[src/sv/pwl_pkg.sv]
package pwl_pkg;

    localparam int MaxPoints = 64;
    localparam int IdxW      = $clog2(MaxPoints);
    localparam int CntW      = 7;

    typedef enum logic [1:0] {
        OP_LOAD    = 2'd0,
        OP_QUERY   = 2'd1,
        OP_RESTART = 2'd2,
        OP_NONE    = 2'd3
    } t_op;

    typedef enum logic [3:0] {
        S_IDLE,
        S_RD_CUR,
        S_RD_NXT,
        S_SCAN,
        S_SEG0,
        S_SEG1,
        S_MUL,
        S_DIV,
        S_DONE
    } t_state;

    // Request handed from the sequencer to the shared multiply/divide unit.
    typedef struct packed {
        logic        start;
        logic [31:0] dx_mag;
        logic [31:0] dv_mag;
        logic [31:0] dt_mag;
    } t_md_req;

    typedef struct packed {
        logic        done;
        logic [63:0] quot;
        logic        zero_prod;
    } t_md_rsp;

endpackage

[src/sv/pwl_muldiv.sv]
module pwl_muldiv (
    input  logic            i_clk,
    input  logic            i_rst_n,
    input  pwl_pkg::t_md_req i_req,
    output pwl_pkg::t_md_rsp o_rsp
);

    // Multiply is shift-add one bit per cycle; divide is restoring, one bit per cycle.
    logic [31:0] r_mcand, n_mcand;
    logic [31:0] r_mplier, n_mplier;
    logic [63:0] r_prod, n_prod;
    logic [31:0] r_div, n_div;
    logic [32:0] r_rem, n_rem;
    logic [63:0] r_quot, n_quot;
    logic [6:0]  r_cnt, n_cnt;
    logic [1:0]  r_ph, n_ph;
    logic [32:0] w_trial;
    logic        w_done;

    localparam logic [1:0] PhIdle = 2'd0, PhMul = 2'd1, PhDiv = 2'd2;

    always_comb begin
        n_mcand  = r_mcand;
        n_mplier = r_mplier;
        n_prod   = r_prod;
        n_div    = r_div;
        n_rem    = r_rem;
        n_quot   = r_quot;
        n_cnt    = r_cnt;
        n_ph     = r_ph;
        w_done   = 1'b0;
        w_trial  = {r_rem[31:0], r_quot[63]} - {1'b0, r_div};
        unique case (r_ph)
            PhIdle: begin
                if (i_req.start) begin
                    n_mcand  = i_req.dx_mag;
                    n_mplier = i_req.dv_mag;
                    n_div    = i_req.dt_mag;
                    n_prod   = '0;
                    n_cnt    = 7'd0;
                    n_ph     = PhMul;
                end
            end
            PhMul: begin
                n_prod = r_mplier[31] ? ({r_prod[62:0], 1'b0} + {32'd0, r_mcand})
                                      : {r_prod[62:0], 1'b0};
                n_mplier = {r_mplier[30:0], 1'b0};
                n_cnt = r_cnt + 7'd1;
                if (r_cnt == 7'd31) begin
                    n_cnt  = 7'd0;
                    n_ph   = PhDiv;
                    n_rem  = '0;
                    n_quot = r_mplier[31] ? ({r_prod[62:0], 1'b0} + {32'd0, r_mcand})
                                          : {r_prod[62:0], 1'b0};
                end
            end
            PhDiv: begin
                if (!w_trial[32]) begin
                    n_rem  = w_trial;
                    n_quot = {r_quot[62:0], 1'b1};
                end else begin
                    n_rem  = {r_rem[31:0], r_quot[63]};
                    n_quot = {r_quot[62:0], 1'b0};
                end
                n_cnt = r_cnt + 7'd1;
                if (r_cnt == 7'd63) begin
                    n_ph   = PhIdle;
                    w_done = 1'b1;
                end
            end
            default: n_ph = PhIdle;
        endcase
    end

    always_ff @(posedge i_clk) begin
        if (!i_rst_n) begin
            r_ph  <= PhIdle;
            r_cnt <= '0;
        end else begin
            r_ph  <= n_ph;
            r_cnt <= n_cnt;
        end
        r_mcand  <= n_mcand;
        r_mplier <= n_mplier;
        r_prod   <= n_prod;
        r_div    <= n_div;
        r_rem    <= n_rem;
        r_quot   <= n_quot;
    end

    logic r_done;
    logic r_zero;
    always_ff @(posedge i_clk) begin
        if (!i_rst_n) r_done <= 1'b0;
        else          r_done <= w_done;
        if (r_ph == PhMul && r_cnt == 7'd31) r_zero <= (n_quot == 64'd0);
    end

    assign o_rsp.done      = r_done;
    assign o_rsp.quot      = r_quot;
    assign o_rsp.zero_prod = r_zero;

endmodule

[config.mk]
export PLATFORM = sky130hd
export DESIGN_NAME = pwl_muldiv
export DESIGN_NICKNAME = d
export VERILOG_FILES = /design/src/sv/pwl_pkg.sv /design/src/sv/pwl_muldiv.sv
export SDC_FILE = /design/constraint.sdc
export NUM_CORES = 1
export LEC_CHECK = 0
export ABC_CLOCK_PERIOD_IN_PS = 8700
export BUFFER_PORTS_ARGS = -buffer_cell sky130_fd_sc_hd__buf_2
export CAP_MARGIN = 25
export CORE_MARGIN = 8
export CORE_UTILIZATION = 55
export CTS_BUF_LIST = sky130_fd_sc_hd__clkbuf_4 sky130_fd_sc_hd__clkbuf_8
export CTS_CLUSTER_SIZE = 14
export DETAILED_ROUTE_END_ITERATION = 7
export PLACE_DENSITY = 0.79
export SLEW_MARGIN = 10
export SYNTH_ARGS = -nofsm -noshare
export SYNTH_HDL_FRONTEND = slang
export SYNTH_SLANG_ARGS = --single-unit
[constraint.sdc]
create_clock -name i_clk -period 8.7 [get_ports i_clk]
set_input_delay 1.305 -clock i_clk [delete_from_list [all_inputs] [get_ports i_clk]]
set_output_delay 1.305 -clock i_clk [all_outputs]
set_load 0.02 [all_outputs]
==> results of run 1 <==
Yosys cell counts (all sizes together) (5+ instances only):
| library cell | count | area share |
|---|---|---|
| and2 | 12 | 0.0051 |
| nand4 | 19 | 0.0081 |
| ha | 67 | 0.057 |
| nand2 | 80 | 0.020 |
| o21a | 9 | 0.0046 |
| xnor2 | 47 | 0.028 |
| a22o | 6 | 0.0036 |
| buf | 21 | 0.0076 |
| a221o | 13 | 0.0088 |
| o31ai | 7 | 0.0036 |
| nor3 | 13 | 0.0044 |
| mux2 | 34 | 0.026 |
| o211ai | 12 | 0.0064 |
| mux2i | 46 | 0.031 |
| nor2 | 154 | 0.039 |
| a22oi | 40 | 0.020 |
| a31oi | 13 | 0.0065 |
| or2 | 10 | 0.0042 |
| a21o | 28 | 0.014 |
| or4 | 7 | 0.0036 |
| nand2b | 7 | 0.0030 |
| a211oi | 15 | 0.0080 |
| o21ai | 90 | 0.031 |
| nor4 | 8 | 0.0038 |
| dfxtp | 74 | 0.10 |
| a21oi | 82 | 0.029 |
| a32o | 8 | 0.0054 |
| and3 | 20 | 0.0085 |
| inv | 60 | 0.015 |
| edfxtp | 192 | 0.39 |
| nor2b | 16 | 0.0068 |
| a211o | 5 | 0.0030 |
| clkbuf | 44 | 0.011 |
| nand3 | 42 | 0.014 |
| xor2 | 35 | 0.021 |
worst reg2reg max path, stage by stage (launching register included):
cell and delay (ns):
edfxtp_1 0.35, ha_1 0.21, fa_1 0.27, a211oi_2 0.11, o21ai_2 0.22, nand4_1 0.19, a2111oi_0 0.71, o21ai_1 0.37
a21oi_1 0.25, xnor2_1 0.16, o21ai_0 0.15, or4_1 0.52, or4_1 0.46, or4_1 0.51, nor4_2 0.30
metrics by stage:
stage / area, um2 / hold WS (ns) / total power [mW] / worst slack, ns / std cells
after detailed placement: 15900 / 0.507 / 2.92 / 3.84 / 1861
after global routing: 16900 / 0.551 / 4.35 / 3.43 / 1947
after CTS: 16900 / 0.527 / 4.14 / 3.72 / 1946
final: 16900 / 0.536 / 4.14 / 3.75 / 1947
after global placement: 15800 / 0.489 / 2.88 / 3.95 / 1859
after floorplan: 14700 / 0.474 / 2.63 / 0.285 / 1409
cell type report:
| class | count | area [um2] | area share |
|---|---|---|---|
| clock buffers | 70 | 876 | 0.0519 |
| clock inverters | 15 | 109 | 0.00645 |
| inverters | 60 | 225 | 0.0133 |
| multi-input cells | 1018 | 7030 | 0.417 |
| flip-flops and latches | 266 | 7250 | 0.429 |
| well taps | 341 | 427 | 0.0253 |
| repair buffers | 177 | 963 | 0.0571 |
state kept, by name (all words and copies together), names as in the netlist:
name      flops
r_mplier     32
r_zero        1
r_done        1
r_div        32
r_rem        32
r_prod       63
r_ph          2
r_cnt         7
r_mcand      32
r_quot       64
kinds of logic after synthesis:
family | count (synthesis) | synth area share
compound gates | 378 | 0.175
xor+xnor | 82 | 0.0492
simple gates | 409 | 0.133
buf+inv | 125 | 0.0342
mux | 80 | 0.0572
flops | 266 | 0.492
fa+ha+maj | 69 | 0.0596
where the power goes:
part / leakage, nW / switching (mW) / total [mW] / internal (mW)
Clock: 0.527 / 0.536 / 1.21 / 0.677
Sequential: 2.46 / 0.0896 / 1.67 / 1.58
Combinational: 4.00 / 0.794 / 1.26 / 0.471
worst max-delay path by stage:
stage / slack, ns / cells past startpoint / start / to
3_3_place_gp: 3.95 / 15 / r_quot[63] / r_rem[14]
5_1_grt: 3.43 / 14 / r_prod[0] / r_zero
2_1_floorplan: 0.28 / 6 / r_ph[1] / r_mplier[0]
6_report: 3.75 / 14 / r_prod[0] / r_zero
4_1_cts: 3.72 / 14 / r_prod[0] / r_zero
3_5_place_dp: 3.84 / 14 / r_mcand[1] / r_zero
per-layer routing:
| metal | up-vias | track usage | share of wire |
|---|---|---|---|
| li1 | 5607 | - | - |
| met1 | 5740 | 0.305 | 0.42 |
| met3 | 113 | 0.0526 | 0.079 |
| met2 | 545 | 0.393 | 0.46 |
| met4 | 2 | 0.105 | 0.039 |
| met5 | - | 0 | 0.00032 |
==> results.cfg, run 1 <==
[outcome]
status = finished clean

[grt]
grt_max_degree = 72
grt_pass1_vias = 12109
antenna_found_initial = 1
grt-ovfl-total = 0
grt_pass1_wl_um = 64300
gr-usage-all-layers = 0.241

[cts]
tritoncts = done
postCtsSetupBuffers = 0
htreeDepth = 2
path_clk_slew_ns = 0.06
cts_root_buf = clkbuf_8
holdBufCountCts = 0
cts_repair_resize_count = 0
clkSinkCount = 266
clk_latency_ns = 0.59
cts_buffer_depth = 3
cts_buffers = 46

[route]
wl_per_cell_um = 20.8
vias_per_cell = 6.17
drc_errors = 0
route.vias.total = 12007
antenna_left = 0
routed_wirelength_um = 40500
dr.pass1.iters = 5
drt_iter0_drc = 1240

[synthesis]
ys.flop_type = edfxtp_1
synthCells = 1409
synth_edf_count = 192
yosysWarnings = 0
post_synth.cell_area_avg_um2 = 10.5
async_flop_share = 0
synth_area_um2 = 14700
ys_seq_area_frac = 0.492
synth_cell_types = 88
synth-seq-cells = 266
synth_nets = 1577

[floorplan]
die_height_um = 180
pin_count = 165
die_w_um = 180
rows = 60
start_util = 0.553
dieArea_um2 = 32300
core_area_um2 = 26700

[hold_path]
whs_path_depth = 2
min_to = r_ph[0]
hp-class = flop to flop
hp-start = r_ph[0]

[placed_design]
dp_hpwl_um = 28800
port_buffers = 164
gp_congestion = 0.941

[worst_setup_path]
reg2reg_to = r_zero
critPathRequiredTime_ns = 9.10
crit_path_top_delay_cell = a2111oi_0
rr_startpoint = r_prod[0]
path_buf_inv = 0
cp.arrival_ns = 5.35
r2r_cells = 14
crit_path_start_kind = flop
cp_cell_sequence = ha_1 -> fa_1 -> a211oi_2 -> o21ai_2 -> nand4_1 -> a2111oi_0 -> o21ai_1 -> a21oi_1 -> xnor2_1 -> o21ai_0 -> or4_1 -> or4_1 -> or4_1 -> nor4_2
critPathMaxFanout = 6
crit_type = flop to flop
worst_path_largest_cell_delay_ns = 0.71
crit_top_cell = or4_1
cpLargestDelayFamily = simple AND/OR/NAND/NOR gates
ff2ff_setup_slack_ns = 3.75
critPathCaptureType = flop

[final_layout]
finalNetCount = 1737
final_core_util = 0.633
layout_commonest_cell = edfxtp_1
drive_above_1_share = 0.201
area_delta_synth_final_pct = 14.5
antenna_cells = 0
layout_common_cells = 192 x edfxtp_1, 164 x buf_2, 152 x nor2_1, 84 x o21ai_0, 80 x nand2_1
fillers = 2162

[sta]
relSlewSlack = 0.337
clock_skew_ns = 0.0260
tns_ns = 0
hold_viol = 0
finalCriticalPeriod_ns = 4.95
worstMarginPinSlew_ns = 0.995
setup_viol = 0
fmax_mhz = 202
rsz0062_at_grt = false
fin_crit_sh = 0.569
drv_slew = 0

[pwr]
vdd_ir_drop_max_mv = 0.143
p_leak_nw = 6.99
powerDensity_nw_per_um2 = 246

[run]
maxCapViolCount = 0
Power figures use the tool's default switching activity.
==> run 2, diff against run 1 <==
Settings changed: ABC_CLOCK_PERIOD_IN_PS 8700 to 4500.
Clock period 8.7 ns to 4.5 ns, I/O delays scaled along.
==> run 2 against run 1 <==
  * Non-clock buffer count rose by 60
  * Die area did not move
  * Wire length rose by 1.5%
  * First-iteration DRC count rose by 2.7%
==> results.cfg, run 2 (synthesis gave the netlist of run 1 again) <==
[worst_setup_path]
critPathRequiredTime_ns = 4.91
crit_path_start_kind = flop
rr_startpoint = r_prod[0]
crit_path_start = r_prod[0]
crit_type = flop to flop
reg2reg_to = r_zero
ff2ff_setup_slack_ns = 0.1
cp-endpoint = r_zero
critPathMaxFanout = 4
r2r_cells = 15
critPathCaptureType = flop
cp.arrival_ns = 4.82

[sta]
clock_skew_ns = 0.0434
final.setup.worst_slack_ns = 0.0975
drv_slew = 0
relSlewSlack = 0.473
worstMarginPinSlew_ns = 0.788
rsz0062_at_grt = true
holdWs_ns = 0.265
setup_viol = 0
hold_viol = 0
fin_crit_sh = 0.978
finalCriticalPeriod_ns = 4.40
fmax_mhz = 227

[floorplan]
rows = 60
start_util = 0.553
die_w_um = 180
pin_count = 165
core_area_um2 = 26700
dieArea_um2 = 32300
die_height_um = 180

[cts]
tritoncts = done
htreeDepth = 2
holdBufCountCts = 0
cts_buffer_depth = 3
path_clk_slew_ns = 0.06
clkSinkCount = 266
clk_latency_ns = 0.59
cts_root_buf = clkbuf_8
cts_buffers = 47

[grt]
grt_pass1_wl_um = 65100
grt_pass1_vias = 12418
grt_max_degree = 63
antenna_found_initial = 1
gr-usage-all-layers = 0.247
grt-ovfl-total = 0

[final_layout]
largest-register = r_quot
layout_commonest_cell = edfxtp_1
reg.largest.list = r_quot x64, r_prod x63
largest_reg_flops = 64
drive_above_1_share = 0.241
layout_common_cells = 192 x edfxtp_1, 164 x buf_2, 152 x nor2_1, 81 x o21ai_0, 80 x nand2_1
final_core_util = 0.657
antenna_cells = 0
final_cells = 2009
finalNetCount = 1798
area_delta_synth_final_pct = 18.8

[pwr]
powerDensity_nw_per_um2 = 482
p_leak_nw = 7.32
vdd_ir_drop_max_mv = 0.292

[route]
wl_met2_um = 19100
met1_length_um = 16900
antenna_left = 0
dr_wl_met3_um = 3460
vias_per_cell = 6.16
routed_wirelength_um = 41100
drt_iter0_drc = 1274
dr.pass1.iters = 5
wl_per_cell_um = 20.5
top_layer_used = met5
route.vias.total = 12367
drc_errors = 0

[placed_design]
placed_cells = 1912
dpl_worst_slack_ns = -0.188
gp_congestion = 0.949
port_buffers = 164
dp_hpwl_um = 29600

[hold_path]
hp-class = input pin to flop

[run]
maxCapViolCount = 0

[outcome]
status = finished clean
## run 2: cell types whose count changed in the layout (fill, tap and decap cells not counted), sizes merged
cell and change:
buf +60, bufinv +6, clkbuf -9, clkinv +4, clkinvlp +1
## run 2: where the power goes
| group | switching (mW) | internal, mW |
|---|---|---|
| clock network | 1.04 | 1.53 |
| registers | 0.191 | 3.05 |
| logic | 1.59 | 1.06 |
| total | 2.81 | 5.64 |
## run 2: area by class of cell
cell class                 instances  area (um2)
inverter                          60         225
fill                            2064        9130
tap                              341         427
timing repair buffer             237        1380
multi-input combinational       1018        7160
clock inverter                    26         310
clock buffer                      61         771
sequential                       266        7250
## run 2: worst min-delay path by stage
stage                     from           to  slack, ns  cells past startpoint
floorplan             r_cnt[6]     r_cnt[6]       0.47                      2
global placement      r_cnt[6]     r_cnt[6]       0.49                      2
detailed placement  r_quot[61]   r_quot[62]       0.52                      2
CTS                  i_req[92]  r_mcand[28]       0.24                      1
global route         i_req[92]  r_mcand[28]       0.24                      1
finish               i_req[92]  r_mcand[28]       0.26                      1
## run 2: per-stage QoR
stage               total power, mW  TNS, ns  area (um2)
floorplan                      5.05        0       14700
global placement               5.72   -0.126       16200
detailed placement             5.78   -0.188       16200
CTS                            8.39        0       17400
global route                   8.87  -0.0321       17500
finish                         8.45        0       17500
## run 2: routing by layer
metal | GRT usage | vias up
li1 | - | 5724
met1 | 0.313 | 5932
met2 | 0.404 | 590
met3 | 0.0494 | 119
met4 | 0.109 | 2
met5 | 0 | -
## run 2: worst max-delay path: stages (launching register included)
cell,delay [ns]
edfxtp_1,0.43
ha_4,0.20
fa_2,0.42
a211oi_4,0.28
o21ai_2,0.11
a31oi_4,0.25
o41ai_4,0.10
o2111a_2,0.32
buf_4,0.16
o211ai_1,0.20
xor2_1,0.21
o21ai_1,0.12
or3_1,0.39
or4_1,0.49
or4_4,0.43
nor4_2,0.15
## run 2: repair_timing
item	CTS	global route
pin swaps	2	22
endpoints found under the setup margin	1	2
endpoints found under the hold margin	0	0
gates resized for setup	7	19
setup buffers	2	8
==> run 3, diff against run 2 <==
Settings changed: CORE_MARGIN 8 to 10, SKIP_LAST_GASP from default to 1.
==> run 3 against run 2 <==
  * Critical path depth shrank 1
  * Non-clock buffer count shrank 5
  * Cell count shrank 0.80%
  * Combinational power is essentially flat
  * Design area shrank 0.82%
  * Critical path type unchanged
==> results.cfg, run 3 (synthesis gave the netlist of run 1 again) <==
[hold_path]
min_to = r_mcand[0]
hp-start = i_req[64]
hp-class = input pin to flop
whs_path_depth = 1

[pwr]
vdd_ir_drop_max_mv = 0.327
powerDensity_nw_per_um2 = 472
power_mw = 8.20
p_leak_nw = 7.25

[sta]
fin_crit_sh = 0.988
setup_viol = 0
hold_viol = 0
finalCriticalPeriod_ns = 4.45
worstMarginPinSlew_ns = 0.857
clock_skew_ns = 0.0296
rsz0062_at_grt = true
relSlewSlack = 0.427
holdWs_ns = 0.277
drv_slew = 0
tns_ns = 0
fmax_mhz = 225

[final_layout]
reg.largest.list = r_quot x64, r_prod x63
layout_commonest_cell = edfxtp_1
regArea_um2 = 7250
largest_reg_flops = 64
layout_common_cells = 192 x edfxtp_1, 164 x buf_2, 152 x nor2_1, 84 x o21ai_0, 80 x nand2_1
multi_input_area_um2 = 7130
fillers = 2039
final_cells = 1993
final_core_util = 0.663
area_delta_synth_final_pct = 17.9
drive_above_1_share = 0.234
finalNetCount = 1791
largest-register = r_quot

[cts]
cts_buffers = 45
htreeDepth = 2
path_clk_slew_ns = 0.06
clkSinkCount = 266
cts_buffer_depth = 3
clk_latency_ns = 0.57
tritoncts = done
cts_root_buf = clkbuf_8

[grt]
use_met1 = 0.319
grt-ovfl-total = 0
antenna_found_initial = 2
grt_pass1_vias = 12116
busiest_layer = met2
grt_util_met3 = 0.0498
gr-usage-all-layers = 0.239
grt_max_degree = 62
grt_pass1_wl_um = 64800
grtUsageMet2 = 0.379

[placed_design]
port_buffers = 164
dp_hpwl_um = 29500
placed_cells = 1907
gp_congestion = 0.930

[worst_setup_path]
rr_startpoint = r_prod[0]
crit_type = flop to flop
crit_path_top_delay_cell = or4_1
reg2reg_to = r_zero
critPathMaxFanout = 4
cpLargestDelayFamily = simple AND/OR/NAND/NOR gates
cp.arrival_ns = 4.82
cp_cell_sequence = ha_2 -> fa_2 -> a211oi_4 -> o21ai_2 -> a31oi_4 -> o41ai_4 -> o41a_1 -> xnor2_1 -> a211oi_1 -> a221o_1 -> or4_1 -> or4_1 -> or4_1 -> nor4_2
r2r_cells = 14
critPathCaptureType = flop
path_buf_inv = 0
crit_path_start_kind = flop
worst_path_largest_cell_delay_ns = 0.49
ff2ff_setup_slack_ns = 0.05
crit_top_cell = or4_1
critPathRequiredTime_ns = 4.87

[run]
maxCapViolCount = 0

[route]
route.vias.total = 12164
antenna_left = 0
vias_per_cell = 6.10
routed_wirelength_um = 41000
dr.pass1.iters = 6
wl_per_cell_um = 20.6
drc_errors = 0
drt_iter0_drc = 1288

[floorplan]
die_height_um = 184
dieArea_um2 = 33800
start_util = 0.563
core_area_um2 = 26200
die_w_um = 184
rows = 59
pin_count = 165

[outcome]
status = finished clean
[run 3: changes by cell type in the layout (fill, tap and decap cells not counted), moves of 2 or more]
cell,before,now
clkinv_1,9,5
ha_1,59,61
o21ai_0,81,84
bufinv_16,7,2
clkbuf_4,11,15
o21ai_1,6,4
clkbuf_8,50,54
clkinv_2,6,4
buf_4,72,63
ha_4,4,2
buf_12,1,5
[run 3: metal layers]
metal / share of wire / wire length [um]
met1: 0.42 / 17300
met5: 0 / 0
met4: 0.025 / 1030
met2: 0.46 / 18800
met3: 0.093 / 3800
[run 3: how the worst max path moves through the flow]
| stage | from | endpoint | cells past startpoint |
|---|---|---|---|
| 6_report | r_prod[0] | r_zero | 14 |
| 5_1_grt | r_mcand[1] | r_zero | 14 |
| 4_1_cts | r_prod[0] | r_zero | 14 |
| 3_5_place_dp | r_prod[4] | r_zero | 13 |
| 3_3_place_gp | r_prod[4] | r_zero | 13 |
| 2_1_floorplan | r_prod[0] | r_zero | 14 |
[run 3: what timing repair did]
action | CTS | global route
setup buffers | 3 | 0
gates resized for setup | 12 | 5
hold buffers | 0 | 0
gates cloned | 0 | 0
endpoints found under the setup margin | 1 | 1
pin swaps | 11 | 9
[run 3: final cells by class]
| class | instances | share of cell area |
|---|---|---|
| Inverter | 60 | 0.0130 |
| Clock inverter | 12 | 0.00619 |
| Sequential cell | 266 | 0.417 |
| Multi-Input combinational cell | 1018 | 0.410 |
| Antenna cell | 1 | 0.000144 |
| Timing Repair Buffer | 232 | 0.0802 |
| Tap cell | 335 | 0.0241 |
| Clock buffer | 69 | 0.0492 |
[run 3: per-stage QoR]
stage / setup slack (ns) / cell area, um2
floorplan: 0.120 / 14700
global placement: -0.137 / 16300
detailed placement: -0.301 / 16300
CTS: 0.0520 / 17300
global route: -0.0629 / 17400
finish: 0.0547 / 17400
[run 3: report_power, final]
part | total [mW] | switching [mW] | leakage, nW | internal, mW
registers | 3.22 | 0.181 | 2.46 | 3.04
logic | 2.66 | 1.60 | 4.28 | 1.06
clock network | 2.32 | 0.990 | 0.514 | 1.32
total | 8.20 | 2.77 | 7.25 | 5.43
